`config.mk`:
```
export PLATFORM = sky130hd
export DESIGN_NAME = stopwatch_lap_recorder_unit_flat
export DESIGN_NICKNAME = d
export VERILOG_FILES = /design/src/design/slr_pkg.sv /design/src/design/slr_chan_if.sv /design/src/design/stopwatch_lap_recorder_unit.sv /design/src/design/slr_ram.sv /design/src/design/slr_ctrl.sv /design/src/design/slr_datapath.sv /design/src/flat_wrapper.sv
export VERILOG_INCLUDE_DIRS = /design/src /design/src/design
export SDC_FILE = /design/constraint.sdc
export NUM_CORES = 1
export LEC_CHECK = 0
export BUFFER_PORTS_ARGS = -buffer_cell sky130_fd_sc_hd__buf_2
export CORE_UTILIZATION = 45
export CTS_CLUSTER_DIAMETER = 30
export CTS_CLUSTER_SIZE = 16
export DETAILED_ROUTE_END_ITERATION = 16
export GPL_ROUTABILITY_DRIVEN = 0
export MAX_ROUTING_LAYER = met4
export PLACE_DENSITY_LB_ADDON = 0.3
export SETUP_SLACK_MARGIN = 0.05
export SLEW_MARGIN = 0
export SYNTH_ARGS = -nofsm -noshare
export SYNTH_HDL_FRONTEND = slang
export SYNTH_SLANG_ARGS = --single-unit
```
`constraint.sdc`:
```
create_clock -name clk_i -period 4.5 [get_ports clk_i]
set_clock_uncertainty 0.1 [all_clocks]
set_input_delay 0.9 -clock clk_i [delete_from_list [all_inputs] [get_ports clk_i]]
set_output_delay 0.9 -clock clk_i [all_outputs]
set_load 0.02 [all_outputs]
```
`src/design/stopwatch_lap_recorder_unit_defines.svh`:
```
// ----------------------------------------------------------------------------
// Stopwatch lap recorder assertion macros
// Shared concurrent assertion helpers, empty when SYNTH is defined.
// ----------------------------------------------------------------------------
`ifndef STOPWATCH_LAP_RECORDER_UNIT_DEFINES_SVH
`define STOPWATCH_LAP_RECORDER_UNIT_DEFINES_SVH

`ifndef SYNTH

`define SLR_ASSERT_NOW(lbl, ante, cons) \
  lbl: assert property (@(posedge clk_i) disable iff (!rst_ni) (ante) |-> (cons)) \
    else $error("stopwatch lap recorder: assertion failed");

`define SLR_ASSERT_NEXT(lbl, ante, cons) \
  lbl: assert property (@(posedge clk_i) disable iff (!rst_ni) (ante) |=> (cons)) \
    else $error("stopwatch lap recorder: assertion failed");

`else

`define SLR_ASSERT_NOW(lbl, ante, cons)

`define SLR_ASSERT_NEXT(lbl, ante, cons)

`endif

`endif

```
`src/design/slr_pkg.sv`:
```
// ----------------------------------------------------------------------------
// Stopwatch lap recorder package
// Widths, event and status codes, controller states and command types.
// ----------------------------------------------------------------------------
package slr_pkg;

  localparam int LAP_DEPTH = 16;
  localparam int LAP_AW    = (LAP_DEPTH > 1) ? $clog2(LAP_DEPTH) : 1;
  localparam int CNT_W     = $clog2(LAP_DEPTH + 1);
  localparam int IDX_W     = 4;
  localparam int TIME_W    = 40;
  localparam int ELAPSED_W = 32;
  localparam int REQ_W     = 3;
  localparam int STATUS_W  = 2;

  typedef enum logic [REQ_W-1:0] {
    REQ_START  = 3'd0,
    REQ_LAP    = 3'd1,
    REQ_PAUSE  = 3'd2,
    REQ_RESUME = 3'd3,
    REQ_STOP   = 3'd4,
    REQ_READ   = 3'd5
  } req_type_e;

  typedef enum logic [STATUS_W-1:0] {
    ST_OK    = 2'd0,
    ST_FULL  = 2'd1,
    ST_NOLAP = 2'd2
  } status_e;

  typedef enum logic [1:0] {
    S_IDLE,
    S_FETCH,
    S_FINISH
  } state_e;

  typedef struct packed {
    logic take;
    logic fetch;
    logic finish;
  } slr_cmd_t;

  typedef struct packed {
    logic out_free;
    logic read_go;
  } slr_sts_t;

endpackage

```
`src/design/slr_chan_if.sv`:
```
// ----------------------------------------------------------------------------
// Stopwatch lap recorder channels
// Request and response interfaces with valid/ready handshake.
// ----------------------------------------------------------------------------
interface slr_req_if import slr_pkg::*; ();
  logic              valid;
  logic              ready;
  logic [REQ_W-1:0]  req_type;
  logic [TIME_W-1:0] now_time;
  logic [IDX_W-1:0]  lap_index;

  modport source (output valid, output req_type, output now_time, output lap_index,
                  input ready);
  modport sink   (input valid, input req_type, input now_time, input lap_index,
                  output ready);
endinterface

interface slr_rsp_if import slr_pkg::*; ();
  logic                 valid;
  logic                 ready;
  logic [ELAPSED_W-1:0] elapsed;
  logic [STATUS_W-1:0]  status;
  logic [CNT_W-1:0]     laps_recorded;

  modport source (output valid, output elapsed, output status, output laps_recorded,
                  input ready);
  modport sink   (input valid, input elapsed, input status, input laps_recorded,
                  output ready);
endinterface

```
`src/design/stopwatch_lap_recorder_unit.sv`:
```
// The response word is registered in the cycle after its request is taken; a recorded
// lap read passes FETCH and FINISH and reads the lap store twice via its single read
// port, taking no new word meanwhile. Throughput: one word per cycle when not stalled.
// Reset: asynchronous active low; clears base, pause, lap count and control state.
// The lap store is not cleared; entries are written before they are read.
// ----------------------------------------------------------------------------
// Stopwatch lap recorder top level
// Stopwatch with a lap store, built from a controller and a datapath.
// ----------------------------------------------------------------------------
`include "stopwatch_lap_recorder_unit_defines.svh"

module stopwatch_lap_recorder_unit import slr_pkg::*; (
  input logic  clk_i,
  input logic  rst_ni,
  slr_req_if.sink   req_i,
  slr_rsp_if.source rsp_o
);

  slr_cmd_t cmd;
  slr_sts_t sts;

  slr_ctrl u_ctrl (
    .clk_i      (clk_i),
    .rst_ni     (rst_ni),
    .in_valid_i (req_i.valid),
    .in_ready_o (req_i.ready),
    .sts_i      (sts),
    .cmd_o      (cmd)
  );

  slr_datapath u_datapath (
    .clk_i           (clk_i),
    .rst_ni          (rst_ni),
    .cmd_i           (cmd),
    .sts_o           (sts),
    .req_type_i      (req_i.req_type),
    .now_time_i      (req_i.now_time),
    .lap_index_i     (req_i.lap_index),
    .out_ready_i     (rsp_o.ready),
    .out_valid_o     (rsp_o.valid),
    .elapsed_o       (rsp_o.elapsed),
    .status_o        (rsp_o.status),
    .laps_recorded_o (rsp_o.laps_recorded)
  );

  `SLR_ASSERT_NOW(a_ready_needs_slot, req_i.ready, !rsp_o.valid || rsp_o.ready)
  `SLR_ASSERT_NEXT(a_read_blocks, req_i.valid && req_i.ready && sts.read_go, !req_i.ready)
  `SLR_ASSERT_NOW(a_full_count, rsp_o.valid && rsp_o.status == ST_FULL, rsp_o.laps_recorded == CNT_W'(LAP_DEPTH))
  `SLR_ASSERT_NOW(a_nolap_zero, rsp_o.valid && rsp_o.status == ST_NOLAP, rsp_o.elapsed == '0)

endmodule

```
`src/design/slr_ram.sv`:
```
// ----------------------------------------------------------------------------
// Stopwatch lap recorder RAM
// Generic single write port, single read port RAM with registered read.
// ----------------------------------------------------------------------------
module slr_ram #(
  parameter int WIDTH = 8,
  parameter int DEPTH = 16,
  parameter int AW    = (DEPTH > 1) ? $clog2(DEPTH) : 1
) (
  input  logic             clk_i,
  input  logic             we_i,
  input  logic [AW-1:0]    waddr_i,
  input  logic [WIDTH-1:0] wdata_i,
  input  logic             re_i,
  input  logic [AW-1:0]    raddr_i,
  output logic [WIDTH-1:0] rdata_o
);

  logic [WIDTH-1:0] mem_q [DEPTH];
  logic [WIDTH-1:0] rdata_q;

  always_ff @(posedge clk_i) begin
    if (we_i) begin
      mem_q[waddr_i] <= wdata_i;
    end
    if (re_i) begin
      rdata_q <= mem_q[raddr_i];
    end
  end

  assign rdata_o = rdata_q;

endmodule

```
`src/design/slr_ctrl.sv`:
```
// ----------------------------------------------------------------------------
// Stopwatch lap recorder controller
// Sequences acceptance, the two lap store reads and the response load.
// ----------------------------------------------------------------------------
module slr_ctrl import slr_pkg::*; (
  input  logic     clk_i,
  input  logic     rst_ni,
  input  logic     in_valid_i,
  output logic     in_ready_o,
  input  slr_sts_t sts_i,
  output slr_cmd_t cmd_o
);

  state_e state_q, state_d;

  always_ff @(posedge clk_i or negedge rst_ni) begin
    if (!rst_ni) begin
      state_q <= S_IDLE;
    end else begin
      state_q <= state_d;
    end
  end

  always_comb begin
    state_d = state_q;
    case (state_q)
      S_IDLE: begin
        if (in_valid_i && sts_i.out_free && sts_i.read_go) begin
          state_d = S_FETCH;
        end
      end
      S_FETCH: begin
        state_d = S_FINISH;
      end
      S_FINISH: begin
        if (sts_i.out_free) begin
          state_d = S_IDLE;
        end
      end
      default: begin
        state_d = S_IDLE;
      end
    endcase
  end

  always_comb begin
    in_ready_o    = 1'b0;
    cmd_o         = '0;
    case (state_q)
      S_IDLE: begin
        in_ready_o = sts_i.out_free;
        cmd_o.take = in_valid_i && sts_i.out_free;
      end
      S_FETCH: begin
        cmd_o.fetch = 1'b1;
      end
      S_FINISH: begin
        cmd_o.finish = sts_i.out_free;
      end
      default: begin
        cmd_o = '0;
      end
    endcase
  end

endmodule

```
`src/design/slr_datapath.sv`:
```
// ----------------------------------------------------------------------------
// Stopwatch lap recorder datapath
// Time registers, lap count, lap store and the response word register.
// ----------------------------------------------------------------------------
module slr_datapath import slr_pkg::*; (
  input  logic                 clk_i,
  input  logic                 rst_ni,
  input  slr_cmd_t             cmd_i,
  output slr_sts_t             sts_o,
  input  logic [REQ_W-1:0]     req_type_i,
  input  logic [TIME_W-1:0]    now_time_i,
  input  logic [IDX_W-1:0]     lap_index_i,
  input  logic                 out_ready_i,
  output logic                 out_valid_o,
  output logic [ELAPSED_W-1:0] elapsed_o,
  output logic [STATUS_W-1:0]  status_o,
  output logic [CNT_W-1:0]     laps_recorded_o
);

  logic [TIME_W-1:0]    base_q, base_d;
  logic [TIME_W-1:0]    pause_q, pause_d;
  logic [CNT_W-1:0]     cnt_q, cnt_d;
  logic [IDX_W-1:0]     idx_q;
  logic [TIME_W-1:0]    cur_q;
  logic                 out_valid_q;
  logic [ELAPSED_W-1:0] elapsed_q, elapsed_d;
  logic [STATUS_W-1:0]  status_q, status_d;
  logic [CNT_W-1:0]     laps_q;

  logic                 full;
  logic                 lap_we;
  logic                 ram_re;
  logic [LAP_AW-1:0]    ram_raddr;
  logic [TIME_W-1:0]    ram_rdata;
  logic [TIME_W-1:0]    prev_time;
  logic [TIME_W-1:0]    stop_span;
  logic [TIME_W-1:0]    lap_span;

  assign full          = (cnt_q == CNT_W'(LAP_DEPTH));
  assign sts_o.out_free = !out_valid_q || out_ready_i;
  assign sts_o.read_go  = (req_type_i == REQ_READ) && (CNT_W'(lap_index_i) < cnt_q);

  assign lap_we    = cmd_i.take && (req_type_i == REQ_LAP) && !full;
  assign ram_re    = (cmd_i.take && sts_o.read_go) || cmd_i.fetch;
  assign ram_raddr = cmd_i.fetch ? LAP_AW'(idx_q - IDX_W'(1)) : LAP_AW'(lap_index_i);

  slr_ram #(
    .WIDTH (TIME_W),
    .DEPTH (LAP_DEPTH)
  ) u_lap_store (
    .clk_i   (clk_i),
    .we_i    (lap_we),
    .waddr_i (cnt_q[LAP_AW-1:0]),
    .wdata_i (now_time_i),
    .re_i    (ram_re),
    .raddr_i (ram_raddr),
    .rdata_o (ram_rdata)
  );

  assign stop_span = now_time_i - base_q;
  assign prev_time = (idx_q == '0) ? base_q : ram_rdata;
  assign lap_span  = cur_q - prev_time;

  always_comb begin
    base_d    = base_q;
    pause_d   = pause_q;
    cnt_d     = cnt_q;
    elapsed_d = '0;
    status_d  = ST_OK;
    case (req_type_i)
      REQ_START: begin
        base_d = now_time_i;
        cnt_d  = '0;
      end
      REQ_LAP: begin
        if (full) begin
          status_d = ST_FULL;
        end else begin
          cnt_d = cnt_q + CNT_W'(1);
        end
      end
      REQ_PAUSE: begin
        pause_d = now_time_i;
      end
      REQ_RESUME: begin
        base_d = base_q + (now_time_i - pause_q);
      end
      REQ_STOP: begin
        elapsed_d = stop_span[ELAPSED_W-1:0];
      end
      REQ_READ: begin
        status_d = ST_NOLAP;
      end
      default: begin
        status_d = ST_OK;
      end
    endcase
  end

  always_ff @(posedge clk_i or negedge rst_ni) begin
    if (!rst_ni) begin
      base_q      <= '0;
      pause_q     <= '0;
      cnt_q       <= '0;
      out_valid_q <= 1'b0;
    end else begin
      if (cmd_i.take) begin
        base_q  <= base_d;
        pause_q <= pause_d;
        cnt_q   <= cnt_d;
      end
      if ((cmd_i.take && !sts_o.read_go) || cmd_i.finish) begin
        out_valid_q <= 1'b1;
      end else if (out_ready_i) begin
        out_valid_q <= 1'b0;
      end
    end
  end

  always_ff @(posedge clk_i) begin
    if (cmd_i.take) begin
      idx_q <= lap_index_i;
    end
    if (cmd_i.fetch) begin
      cur_q <= ram_rdata;
    end
    if (cmd_i.take && !sts_o.read_go) begin
      elapsed_q <= elapsed_d;
      status_q  <= status_d;
      laps_q    <= cnt_d;
    end else if (cmd_i.finish) begin
      elapsed_q <= lap_span[ELAPSED_W-1:0];
      status_q  <= ST_OK;
      laps_q    <= cnt_q;
    end
  end

  assign out_valid_o     = out_valid_q;
  assign elapsed_o       = elapsed_q;
  assign status_o        = status_q;
  assign laps_recorded_o = laps_q;

endmodule

```
`src/flat_wrapper.sv`:
```
// flat-port wrapper written by rule: the top's interface ports become plain ports
module stopwatch_lap_recorder_unit_flat import slr_pkg::*;
  (clk_i, rst_ni, req_i_valid, req_i_req_type, req_i_now_time, req_i_lap_index, req_i_ready, rsp_o_valid, rsp_o_elapsed, rsp_o_status, rsp_o_laps_recorded, rsp_o_ready);
  slr_req_if req_i_i ();
  slr_rsp_if rsp_o_i ();
  input logic clk_i;
  input logic rst_ni;
  input wire logic [$bits(req_i_i.valid)-1:0] req_i_valid;
  input wire logic [$bits(req_i_i.req_type)-1:0] req_i_req_type;
  input wire logic [$bits(req_i_i.now_time)-1:0] req_i_now_time;
  input wire logic [$bits(req_i_i.lap_index)-1:0] req_i_lap_index;
  output wire logic [$bits(req_i_i.ready)-1:0] req_i_ready;
  output wire logic [$bits(rsp_o_i.valid)-1:0] rsp_o_valid;
  output wire logic [$bits(rsp_o_i.elapsed)-1:0] rsp_o_elapsed;
  output wire logic [$bits(rsp_o_i.status)-1:0] rsp_o_status;
  output wire logic [$bits(rsp_o_i.laps_recorded)-1:0] rsp_o_laps_recorded;
  input wire logic [$bits(rsp_o_i.ready)-1:0] rsp_o_ready;
  assign req_i_i.valid = req_i_valid;
  assign req_i_i.req_type = req_i_req_type;
  assign req_i_i.now_time = req_i_now_time;
  assign req_i_i.lap_index = req_i_lap_index;
  assign req_i_ready = req_i_i.ready;
  assign rsp_o_valid = rsp_o_i.valid;
  assign rsp_o_elapsed = rsp_o_i.elapsed;
  assign rsp_o_status = rsp_o_i.status;
  assign rsp_o_laps_recorded = rsp_o_i.laps_recorded;
  assign rsp_o_i.ready = rsp_o_ready;
  stopwatch_lap_recorder_unit u_core (.clk_i(clk_i), .rst_ni(rst_ni), .req_i(req_i_i), .rsp_o(rsp_o_i));
endmodule
```
# [Word level (Yosys, flattened, before mapping)]
# Memories as Yosys holds them, arrays and structs flattened. A register that Yosys moved wholly into a read port is not among the register bits.
# Index checks and enable logic that the tools add are counted.
[op_classes] n_div=0 bitwise_logic=0 magnitude_cmp=1 n_addsub=6 reduce_logical=22 shift=0 n_eq_ne=10 n_mux=25 mul=0
[op_table] op="$mux 32" n=4
[op_table] op="$pmux 40 s2" n=1
[op_table] op="$sub 32x32->32" n=2
[op_table] op="$add 40x40->40" n=1
[op_table] op="$sub 40x40->40" n=1
[op_table] op="$mux 5" n=3
[op_table] op="$pmux 5 s2" n=1
[op_table] op="$mux 1" n=9
[op_table] op="$mux 2" n=4
[op_table] op="$logic_and 1x1->1" n=7
[op_table] op="$eq 3x2->1 const B" n=2
[op_table] op="$eq 3x3->1 const B" n=2
[op_table] op="$pmux 2 s3" n=1
[op_table] op="$reduce_and 2->1" n=3
[op_table] op="$reduce_bool 2->1" n=3
[op_table] op="$add 5x1->5 const B" n=1
[op_table] op="$eq 5x5->1 const B" n=1
[op_table] op="$lt 4x5->1" n=1
[op_table] op="$logic_not 4->1" n=1
[op_table] op="$mux 4" n=1
[op_table] op="$ne 2x2->1 const B" n=2
[op_table] op="$pmux 2 s2" n=1
[op_table] op="$sub 4x1->4 const B" n=1
[op_table] op="$eq 3x1->1 const B" n=1
[op_table] op="other kinds (6)" n=10
[totals] ram_bits=640 n_memories=1 out_inout_bits=41 reg_bits=163 latchBits=0 input_bits=51 mem_bits_ro=0 wordCells=75
[mem_list] memory="u_core.u_datapath.u_lap_store.mem_q" depth=16 word_bits=40 rd=1 rd_clocked_by_memory_dff=1 write_ports=1 line_no="slr_ram.sv:19" source="logic [WIDTH-1:0] mem_q [DEPTH];"

# [Longest topological paths before layout]
# Gate-level depths: netlist of run 1.
[depth] depth_word=8 depth_mapped=16 depth_no_buf=16

# [By module]
# Synthesis of run 1 repeated with hierarchy kept, for this count alone.
[unflattened] cells_unflattened=2335 hier_area_um2=37646.1
[modules_own_cells] mod="slr_ram" seq_area_each_um2=20419.6 instances=1 cells_each=1040 area_each_um2=25532.0
[modules_own_cells] mod="slr_datapath" seq_area_each_um2=4003.8 instances=1 cells_each=1284 area_each_um2=12002.8
[modules_own_cells] mod="slr_ctrl" seq_area_each_um2=50.0 instances=1 cells_each=11 area_each_um2=111.4

# [Worst setup path after synthesis of run 1]
# OpenSTA, ideal clock, no wires.
[synth_path] path_kind="input to register" startpoint="input rsp_o_ready" endpoint="memory u_core.u_datapath.u_lap_store.mem_q[3][0] (netlist bit), enable pin" arrival_time_ns=4.714 n_path_buf=0 required_ns=3.939 setup_time_ns=0.461 setup_slack_ns=-0.775 cell_stages=7 cell_sequence="nor2b_1 > nor3_1 > nand2_1 > or3_1 > nor2_1 > nand2_1 > nor3_1"
[synth_between] elab_chain_len=7
[synth_rtl] item="from (decl)" line_no="flat_wrapper.sv:17" source="input wire logic [$bits(rsp_o_i.ready)-1:0] rsp_o_ready;"
[synth_rtl] item="$logic_or 1x1->1" line_no="slr_datapath.sv:40" source="assign sts_o.out_free = !out_valid_q || out_ready_i;"
[synth_rtl] item="$logic_and 1x1->1" line_no="slr_ctrl.sv:52" source="cmd_o.take = in_valid_i && sts_i.out_free;"
[synth_rtl] item="$mux 1" line_no="slr_ctrl.sv:49" source="case (state_q)"
[synth_rtl] item="$logic_and 1x1->1 (2 in series)" line_no="slr_datapath.sv:43" source="assign lap_we = cmd_i.take && (req_type_i == REQ_LAP) && !full;"
[synth_rtl] item="$mux 1" line_no="slr_ram.sv:23" source="if (we_i) begin"
[synth_rtl] item="$mux 1 (not written as such)" line_no="slr_ram.sv:24" source="mem_q[waddr_i] <= wdata_i;"
[synth_rtl] item="to (decl)" line_no="slr_ram.sv:19"
# No other way between the ends.

# [Final worst setup path of run 1]
[layout_path] startpoint="register u_core.u_datapath.idx_q[0]" endpoint="register u_core.u_datapath.elapsed_q[30], in the netlist u_core.u_datapath.elapsed_o[30], data pin"
[layout_between] elab_chain_len=5
[layout_rtl] item="from (decl)" line_no="slr_datapath.sv:23" source="logic [IDX_W-1:0] idx_q;"
[layout_rtl] item="from (signal assigned)" line_no="slr_datapath.sv:122" source="idx_q <= lap_index_i;"
[layout_rtl] item="$logic_not 4->1" line_no="slr_datapath.sv:61" source="assign prev_time = (idx_q == '0) ? base_q : ram_rdata;"
[layout_rtl] item="$mux 32" line_no="slr_datapath.sv:61"
[layout_rtl] item="$sub 32x32->32" line_no="slr_datapath.sv:62" source="assign lap_span = cur_q - prev_time;"
[layout_rtl] item="$mux 32" line_no="slr_datapath.sv:131" source="end else if (cmd_i.finish) begin"
[layout_rtl] item="$mux 32" line_no="slr_datapath.sv:127" source="if (cmd_i.take && !sts_o.read_go) begin"
[layout_rtl] item="to (signal assigned)" line_no="slr_datapath.sv:128" source="elapsed_q <= elapsed_d;"
[layout_rtl] item="to (signal assigned)" line_no="slr_datapath.sv:132" source="elapsed_q <= lap_span[ELAPSED_W-1:0];"
[layout_rtl] item="to (decl)" line_no="slr_datapath.sv:26" source="logic [ELAPSED_W-1:0] elapsed_q, elapsed_d;"
# No other way between the ends. The select of a mux whose other input is x is not followed.
# A chain may end at the register's enable or synchronous reset.

==> run summary, run 1 <==
• **critical register-to-register path startpoint** u_core.u_datapath.idx_q[0]
• **Critical Path, Cell by Cell** inv_1 > ha_1 > nor3b_2 > mux2_2 > ha_1 > inv_1 > fa_1 > a211oi_2 > o21ai_1 > a32oi_1 > o21bai_1 > a221o_1 > a31oi_2 > o31ai_1 > xnor2_1 > o22ai_1
• **CP endpoint kind** register
• **standard cell core area** 0.0705 mm²
• **worst-case hold slack** 0.210 ns
• **Worst VDD drop** 0.306 mV
• **data required time at the worst endpoint** 4.76 ns
• **Post-CTS Setup Bufs** 0
• **total global routing overflow** 0
• **reg2reg path depth** 16
• **via count normalized by instance count** 5.78
• **CTS tree** built
• **fraction of registers with async set or reset after synthesis** 10.4%
• **Slowest Stage Delay on Critical Path** 0.45 ns
• **fraction of final layout cells with drive strength greater than 1** 24.1%
• **Setup CP Type** reg -> reg
• **status** finished clean
• **horizontal extent of the die** 270 µm
• **initial standard-cell utilization of the core** 45.8%
• **Sum Neg Setup Slack** 0 ns
• **Final setup viols** 0
• **drt first pass iters** 7
• **register area share after synthesis** 63.2%
• **worst slack at placement** 0.167 ns
• **total die area** 0.0728 mm²
• **Maximum Capacitance Violations** 0
• **Worst slew margin** 23.3%
• **detailed-route DRC error count** 0
• **final critical-path share of the clock period** 93.4%
• **quantity of I/O buffers inserted on ports** 83
• **static leakage** 14.1 nW
• **ranking of synthesized cells by area** edfxtp_1, mux4_2, dfrtp_1
• **capturing point of the worst reg2reg path** u_core.u_datapath.elapsed_o[30]
• **Final #Nets** 2502
• **TritonCTS Buffers** 115
• **# IOs** 92
• **count of flip-flops with a built-in enable after synthesis** 619
• **fill cell total of the finished layout** 5546
• **Post-Synthesis Cell Area** 0.0323 mm²
• **wire length after detailed routing** 81900 µm
• **first-pass GRT wire length** 123000 µm
• **CP max stage cell** fa_1
• **arrival time reported for the critical path endpoint** 4.46 ns
• **Layout Cell Area excl Fill** 0.0386 mm²
• **actual slew at the worst max-slew pin** 1.15 ns
• **Die Ht** 270 µm
• **Worst-Skew Late Latency** 0.67 ns
• **global-route usage over all layers** 23.5%
• **count of cell types in the netlist** 77
• **Fmax** 238 MHz
• **total of flip-flops plus latches after synthesis** 691
• **H-Tree Level Count** 3
• **share of the synthesized area in the top cell type** 57.6%
• **detailed placement HPWL** 51700 µm
• **Synth Instances** 2114
• **number of buffers on the longest clock path** 3
• **warning count from the yosys run** 0
• **clock root cell** clkbuf_16
• **total count of max-transition violations in the final report** 0
• **residual antenna-violating net count after detailed routing** 0
• **cell taking the most area after synthesis** edfxtp_1
• **kind of start point of the critical path** register
• **final worst-path setup slack** 0.298 ns
• **pin count of the biggest net entering global routing** 95
• **total power per unit cell area** 570 mW/mm²
• **via count of the first global-routing pass** 19700
• **largest fanout of any net on the critical path** 4
• **setup slack on the worst flop-to-flop path** 0.30 ns
• **number of antenna violations at the first check in global routing** 5
• **path type of the worst min-delay path** in -> async
• **most instantiated flip-flop cell in the synthesis netlist** edfxtp_1
• **Area Overhead vs Synth** 19.6%
• **average instance area after synthesis** 15.3 µm²
• **cell area after placement** 0.0346 mm²
• **clk sink count** 691
• **FP Rows** 97
• **clock slew at reported path FFs** 0.05 ns
• **setup repair after global routing missed its margin** false
• **hold violation count in the final report** 0
• **final period demand of the worst path** 4.20 ns
• **Mapped Nets** 2301
• **number of DRC markers after the initial detailed-route iteration** 1949
• **Routed WL per cell** 24.4 µm
• **total via count after detailed routing** 19400
-- worst max path at each step --
| stage | startpoint | to | slack (ns) | cells after the start |
|---|---|---|---|---|
| final | u_core.u_datapath.idx_q[0] | u_core.u_datapath.elapsed_o[30] | 0.30 | 16 |
| after global routing | u_core.u_datapath.idx_q[1] | u_core.u_datapath.elapsed_o[19] | 0.07 | 15 |
| after CTS | u_core.u_datapath.idx_q[0] | u_core.u_datapath.elapsed_o[30] | 0.15 | 16 |
| after detailed placement | req_i_now_time[2] | u_core.u_datapath.base_q[30] | 0.17 | 15 |
| after global placement | req_i_now_time[2] | u_core.u_datapath.base_q[26] | 0.15 | 14 |
| after floorplan | rsp_o_ready | u_core.u_datapath.u_lap_store.mem_q[15][0] | 0.07 | 7 |
-- repair_timing --
item,in CTS,in global routing
endpoints found under the setup margin,0,3
resized for setup,0,2
hold buffers,0,0
-- cell families (layout without fill, tap and decap cells) --
group | count (synthesis) | count (layout) | synth area share (%)
AO/OA/AOI/OAI | 430 | 430 | 8.70
multiplexers | 225 | 225 | 12.1
adder cells (fa/ha/maj) | 136 | 136 | 6.04
other | 0 | 4 | 0
AND/OR/NAND/NOR | 305 | 305 | 4.67
buffers and inverters | 241 | 543 | 3.00
flip-flops | 691 | 691 | 63.2
XOR/XNOR | 86 | 86 | 2.33
-- cell usage after synthesis (5+ instances only) --
library cell    n
a21oi_1       127
o211ai_1        9
and2_1          5
o21ai_0        64
inv_1         154
a31oi_1        14
buf_4           5
buf_2          29
o21a_1          7
xor2_1         35
or3_1           6
a211oi_1       53
edfxtp_1      619
a21o_1         48
fa_1           33
o21bai_1       12
nand3_1        25
nand2_1        73
mux4_2        128
o31ai_1         5
a221oi_1        5
nand4_1        13
o22ai_1        21
nor3_1         30
nor2b_1        40
nor3b_1         5
mux2i_1        64
nor2_1         77
o221ai_1        5
clkbuf_1       51
ha_1          103
dfrtp_1        72
nand2b_1       10
o21ai_1        14
mux2_2         33
xnor2_1        51
and3_1          6
-- layout make-up --
cell class                 instances  area [µm²]  share of cell area, %
clock buffer                     130        3010                   7.79
antenna                            4        10.0                 0.0259
inverter                         154         578                   1.50
multi-input combinational       1182       11100                   28.9
timing repair buffer             171        1320                   3.41
tap                              940        1180                   3.05
clock inverter                    88         980                   2.54
sequential                       691       20400                   52.8
-- critical path: cells and delay by family, from the launching register on --
kind,cells,cell delay [ns]
mux,1,0.22
buf+inv,2,0.16
compound gates,8,1.80
xor+xnor,1,0.18
flops,1,0.40
simple gates,1,0.29
fa+ha+maj,3,0.76
-- report_power, final --
| group | internal, W | total [W] | leakage, nW | switching (W) |
|---|---|---|---|---|
| Sequential | 0.00734 | 0.00755 | 6.45 | 0.000210 |
| Clock | 0.00567 | 0.00885 | 1.94 | 0.00318 |
| Combinational | 0.00238 | 0.00559 | 5.68 | 0.00321 |
| Total | 0.0154 | 0.0220 | 14.1 | 0.00661 |
-- stage by stage --
stage | std cells | total power (W) | util, %
after floorplan | 2114 | 0.0117 | -
after global placement | 3138 | 0.0130 | 49.1
after detailed placement | 3138 | 0.0132 | 49.1
after CTS | 3356 | 0.0221 | 54.7
after global routing | 3360 | 0.0230 | 54.7
final | 3360 | 0.0220 | 54.7
-- per-layer routing --
metal	track usage, %	vias to the layer above	part of all wire (%)
met5	-	-	0
met3	4.49	143	7.1
li1	-	8638	-
met2	35.3	728	46
met1	31.9	9927	44
met4	8.34	0	2.9
-- cell usage in the layout (no fill, tap or decap), types with 25 or more instances in the layout --
cell       netlist  routed
xnor2_1         51      51
inv_1          154     154
dfrtp_1         72      72
ha_1           103     103
nor2b_1         40      40
mux4_2         128     128
xor2_1          35      35
a211oi_1        53      52
buf_4            5      70
o21ai_0         64      61
nor2_1          77      65
nand3_1         25      25
clkbuf_16        0     117
nand2_1         73      73
a21oi_1        127     124
fa_1            33      33
a21o_1          48      48
edfxtp_1       619     619
mux2i_1         64      64
mux2_2          33      33
buf_2           29      82
-- state kept, by name, indices dropped and copies added (netlist names) --
signal,flops
u_core.u_ctrl.state_q,2
u_core.u_datapath.base_q,32
u_core.u_datapath.cnt_q,5
u_core.u_datapath.cur_q,32
u_core.u_datapath.elapsed_o,32
u_core.u_datapath.idx_q,4
u_core.u_datapath.laps_recorded_o,5
u_core.u_datapath.out_valid_o,1
u_core.u_datapath.pause_q,32
u_core.u_datapath.status_o,2
u_core.u_datapath.u_lap_store.mem_q,512
u_core.u_datapath.u_lap_store.rdata_o,32
(Power assumes the default switching activity.)
==> inputs of run 2 (changes only) <==
--- a/config.mk
+++ b/config.mk
@@ -6,7 +6,9 @@
 export SDC_FILE = /design/constraint.sdc
 export NUM_CORES = 1
 export LEC_CHECK = 0
+export ABC_CLOCK_PERIOD_IN_PS = 4500
 export BUFFER_PORTS_ARGS = -buffer_cell sky130_fd_sc_hd__buf_2
+export CAP_MARGIN = 20
 export CORE_UTILIZATION = 45
 export CTS_CLUSTER_DIAMETER = 30
 export CTS_CLUSTER_SIZE = 16
@@ -14,6 +16,7 @@
 export GPL_ROUTABILITY_DRIVEN = 0
 export MAX_ROUTING_LAYER = met4
 export PLACE_DENSITY_LB_ADDON = 0.3
+export RECOVER_POWER = 25
 export SETUP_SLACK_MARGIN = 0.05
 export SLEW_MARGIN = 0
 export SYNTH_ARGS = -nofsm -noshare
==> run summary, run 2 (synthesis results as in run 1) <==
• **via count of the first global-routing pass** 19700, unchanged
• **wire length after detailed routing** 82000 µm, was 81900 µm
• **register containing the most flip-flops in the final layout** u_core.u_datapath.u_lap_store.mem_q, unchanged
• **CP max stage cell** edfxtp_1, was fa_1
• **clock slew at reported path FFs** 0.05 ns, about the same
• **Critical Path, Cell by Cell** inv_1 > ha_1 > nor3b_2 > buf_12 > mux2i_1 > ha_1 > a21o_1 > a21o_1 > a221o_1 > a21oi_2 > o211ai_1 > a211o_1 > a31oi_1 > xor2_1 > o22ai_1, was inv_1 > ha_1 > nor3b_2 > mux2_2 > ha_1 > inv_1 > fa_1 > a211oi_2 > o21ai_1 > a32oi_1 > o21bai_1 > a221o_1 > a31oi_2 > o31ai_1 > xnor2_1 > o22ai_1
• **arrival time reported for the critical path endpoint** 4.43 ns, was 4.46 ns
• **Area Overhead vs Synth** 19.4%, was 19.6%
• **Setup CP Type** reg -> reg, unchanged
• **data required time at the worst endpoint** 4.74 ns, was 4.76 ns
• **global-route usage over all layers** 23.5%, unchanged
• **Worst slew margin** 27.8%, was 23.3%
• **FP Rows** 97, unchanged
• **total die area** 0.0728 mm², unchanged
• **worst-case hold slack** 0.209 ns, was 0.210 ns
• **status** finished clean, unchanged
• **CP endpoint kind** register, unchanged
• **Critical path buffers and inverters** 2, unchanged
• **number of DRC markers after the initial detailed-route iteration** 1840, was 1949
• **pin count of the biggest net entering global routing** 95, unchanged
• **number of hold buffers added after cts** 0, unchanged
• **Slowest Stage Delay on Critical Path** 0.39 ns, was 0.45 ns
• **setup repair after global routing missed its margin** false, unchanged
• **Layout Cell Area excl Fill** 0.0385 mm², was 0.0386 mm²
• **Maximum Capacitance Violations** 0, unchanged
• **horizontal extent of the die** 270 µm, unchanged
• **critical register-to-register path startpoint** u_core.u_datapath.idx_q[0], unchanged
• **# IOs** 92, unchanged
• **first-pass GRT wire length** 123000 µm, unchanged
• **fraction of final layout cells with drive strength greater than 1** 22.3%, was 24.1%
• **clk sink count** 691, unchanged
• **hold violation count in the final report** 0, unchanged
• **H-Tree Level Count** 3, unchanged
• **most common cell after layout, fill and taps aside** edfxtp_1, unchanged
• **Fmax** 239 MHz, was 238 MHz
• **GRT Max-Usage Layer** met2, unchanged
• **standard cell core area** 0.0705 mm², unchanged
• **total power per unit cell area** 571 mW/mm², was 570 mW/mm²
• **final core occ** 54.6%, was 54.7%
• **clock root cell** clkbuf_16, unchanged
• **number of buffers on the longest clock path** 3, unchanged
• **initial standard-cell utilization of the core** 45.8%, unchanged
• **number of cells on the critical path** 15, was 16
• **path type of the worst min-delay path** in -> async, unchanged
• **total via count after detailed routing** 19500, was 19400
• **beginning of the critical path** u_core.u_datapath.idx_q[0], unchanged
• **Top delay family on crit path** compound AO/OA/AOI/OAI gates, unchanged
• **detailed placement HPWL** 51700 µm, unchanged
• **Post-CTS Setup Bufs** 0, unchanged
• **Final #Nets** 2503, was 2502
• **worst slack at placement** 0.167 ns, unchanged
• **met2 usage in global routing** 35.3%, unchanged
• **CTS tree** built, unchanged
• **Final setup viols** 0, unchanged
• **Die Ht** 270 µm, unchanged
• **most frequent cells in the layout** edfxtp_1, inv_1, mux4_2, a21oi_1, clkbuf_16, unchanged
• **kind of start point of the critical path** register, unchanged
• **largest fanout of any net on the critical path** 23, was 4
• **residual antenna-violating net count after detailed routing** 0, unchanged
• **detailed-route DRC error count** 0, unchanged
• **global routing usage on met1** 31.9%, unchanged
• **total count of max-transition violations in the final report** 0, unchanged
• **TritonCTS Buffers** 115, unchanged
• **final worst-path setup slack** 0.307 ns, was 0.298 ns
• **static leakage** 13.9 nW, was 14.1 nW
• **Routed WL per cell** 24.4 µm, about the same
• **final critical-path share of the clock period** 93.2%, was 93.4%
• **final period demand of the worst path** 4.19 ns, was 4.20 ns
• **Worst VDD drop** 0.306 mV, about the same
• **actual slew at the worst max-slew pin** 1.08 ns, was 1.15 ns
• **total global routing overflow** 0, unchanged
• **Sum Neg Setup Slack** 0 ns, unchanged
• **Worst-Skew Late Latency** 0.67 ns, about the same
• **quantity of I/O buffers inserted on ports** 83, unchanged
• **via count normalized by instance count** 5.79, was 5.78
• **cell area after placement** 0.0346 mm², unchanged
• **GR Layer Usage met3** 4.49%, unchanged
• **max reg flops** 512, unchanged
• **drt first pass iters** 6, was 7
• **reg2reg path depth** 15, was 16
• **number of antenna violations at the first check in global routing** 5, unchanged
## run 2: changes by cell type in the layout (fill, tap and decap cells not counted), sizes merged
| cell | before | now |
|---|---|---|
| buf | 171 | 128 |
| clkbuf | 130 | 174 |
## run 2: power breakdown
| group | leakage, nW | switching (W) | total (W) | internal, W |
|---|---|---|---|---|
| logic | 5.55 | 0.00322 | 0.00560 | 0.00238 |
| clock network | 1.94 | 0.00319 | 0.00885 | 0.00567 |
| registers | 6.45 | 0.000211 | 0.00755 | 0.00734 |
| total | 13.9 | 0.00661 | 0.0220 | 0.0154 |
## run 2: final cells by class
cell class	count	area (µm²)
diodes	4	10.0
clock buffers	130	3010
clock inverters	88	980
fillers	5565	32000
inverters	154	578
multi-input cells	1182	11100
flip-flops and latches	691	20400
well taps	940	1180
repair buffers	172	1240
## run 2: metrics by stage
step	std cells	total power, W
after CTS	3356	0.0221
after floorplan	2114	0.0117
after global routing	3361	0.0230
after global placement	3138	0.0130
final	3361	0.0220
after detailed placement	3138	0.0132
## run 2: path summary, 6_finish.rpt
kind,endpoint,slack (ns)
max,u_core.u_datapath.elapsed_o[19],0.31
min,u_core.u_datapath.pause_q[27],0.21
max reg2reg,u_core.u_datapath.elapsed_o[19],0.31
min reg2reg,u_core.u_datapath.cur_q[5],0.35
max in group asynchronous,u_core.u_datapath.base_q[16],3.24
min in group clk_i,u_core.u_datapath.cur_q[5],0.35
## run 2: routing by layer
metal | wire [µm] | vias to the layer above
li1 | - | 8645
met3 | 5860 | 155
met5 | 0 | -
met1 | 36200 | 9958
met4 | 2450 | 0
met2 | 37500 | 703
## run 2: repair_timing
item	in CTS	in global routing
setup endpoints to repair	0	3
resized for setup	0	2
hold endpoints to repair	0	0
## run 2: worst reg2reg max path, stage by stage (launching register included)
cell      delay (ns)
edfxtp_1        0.39
inv_1           0.10
ha_1            0.14
nor3b_2         0.30
buf_12          0.27
mux2i_1         0.27
ha_1            0.32
a21o_1          0.18
a21o_1          0.20
a221o_1         0.36
a21oi_2         0.27
o211ai_1        0.14
a211o_1         0.35
a31oi_1         0.21
xor2_1          0.16
o22ai_1         0.13
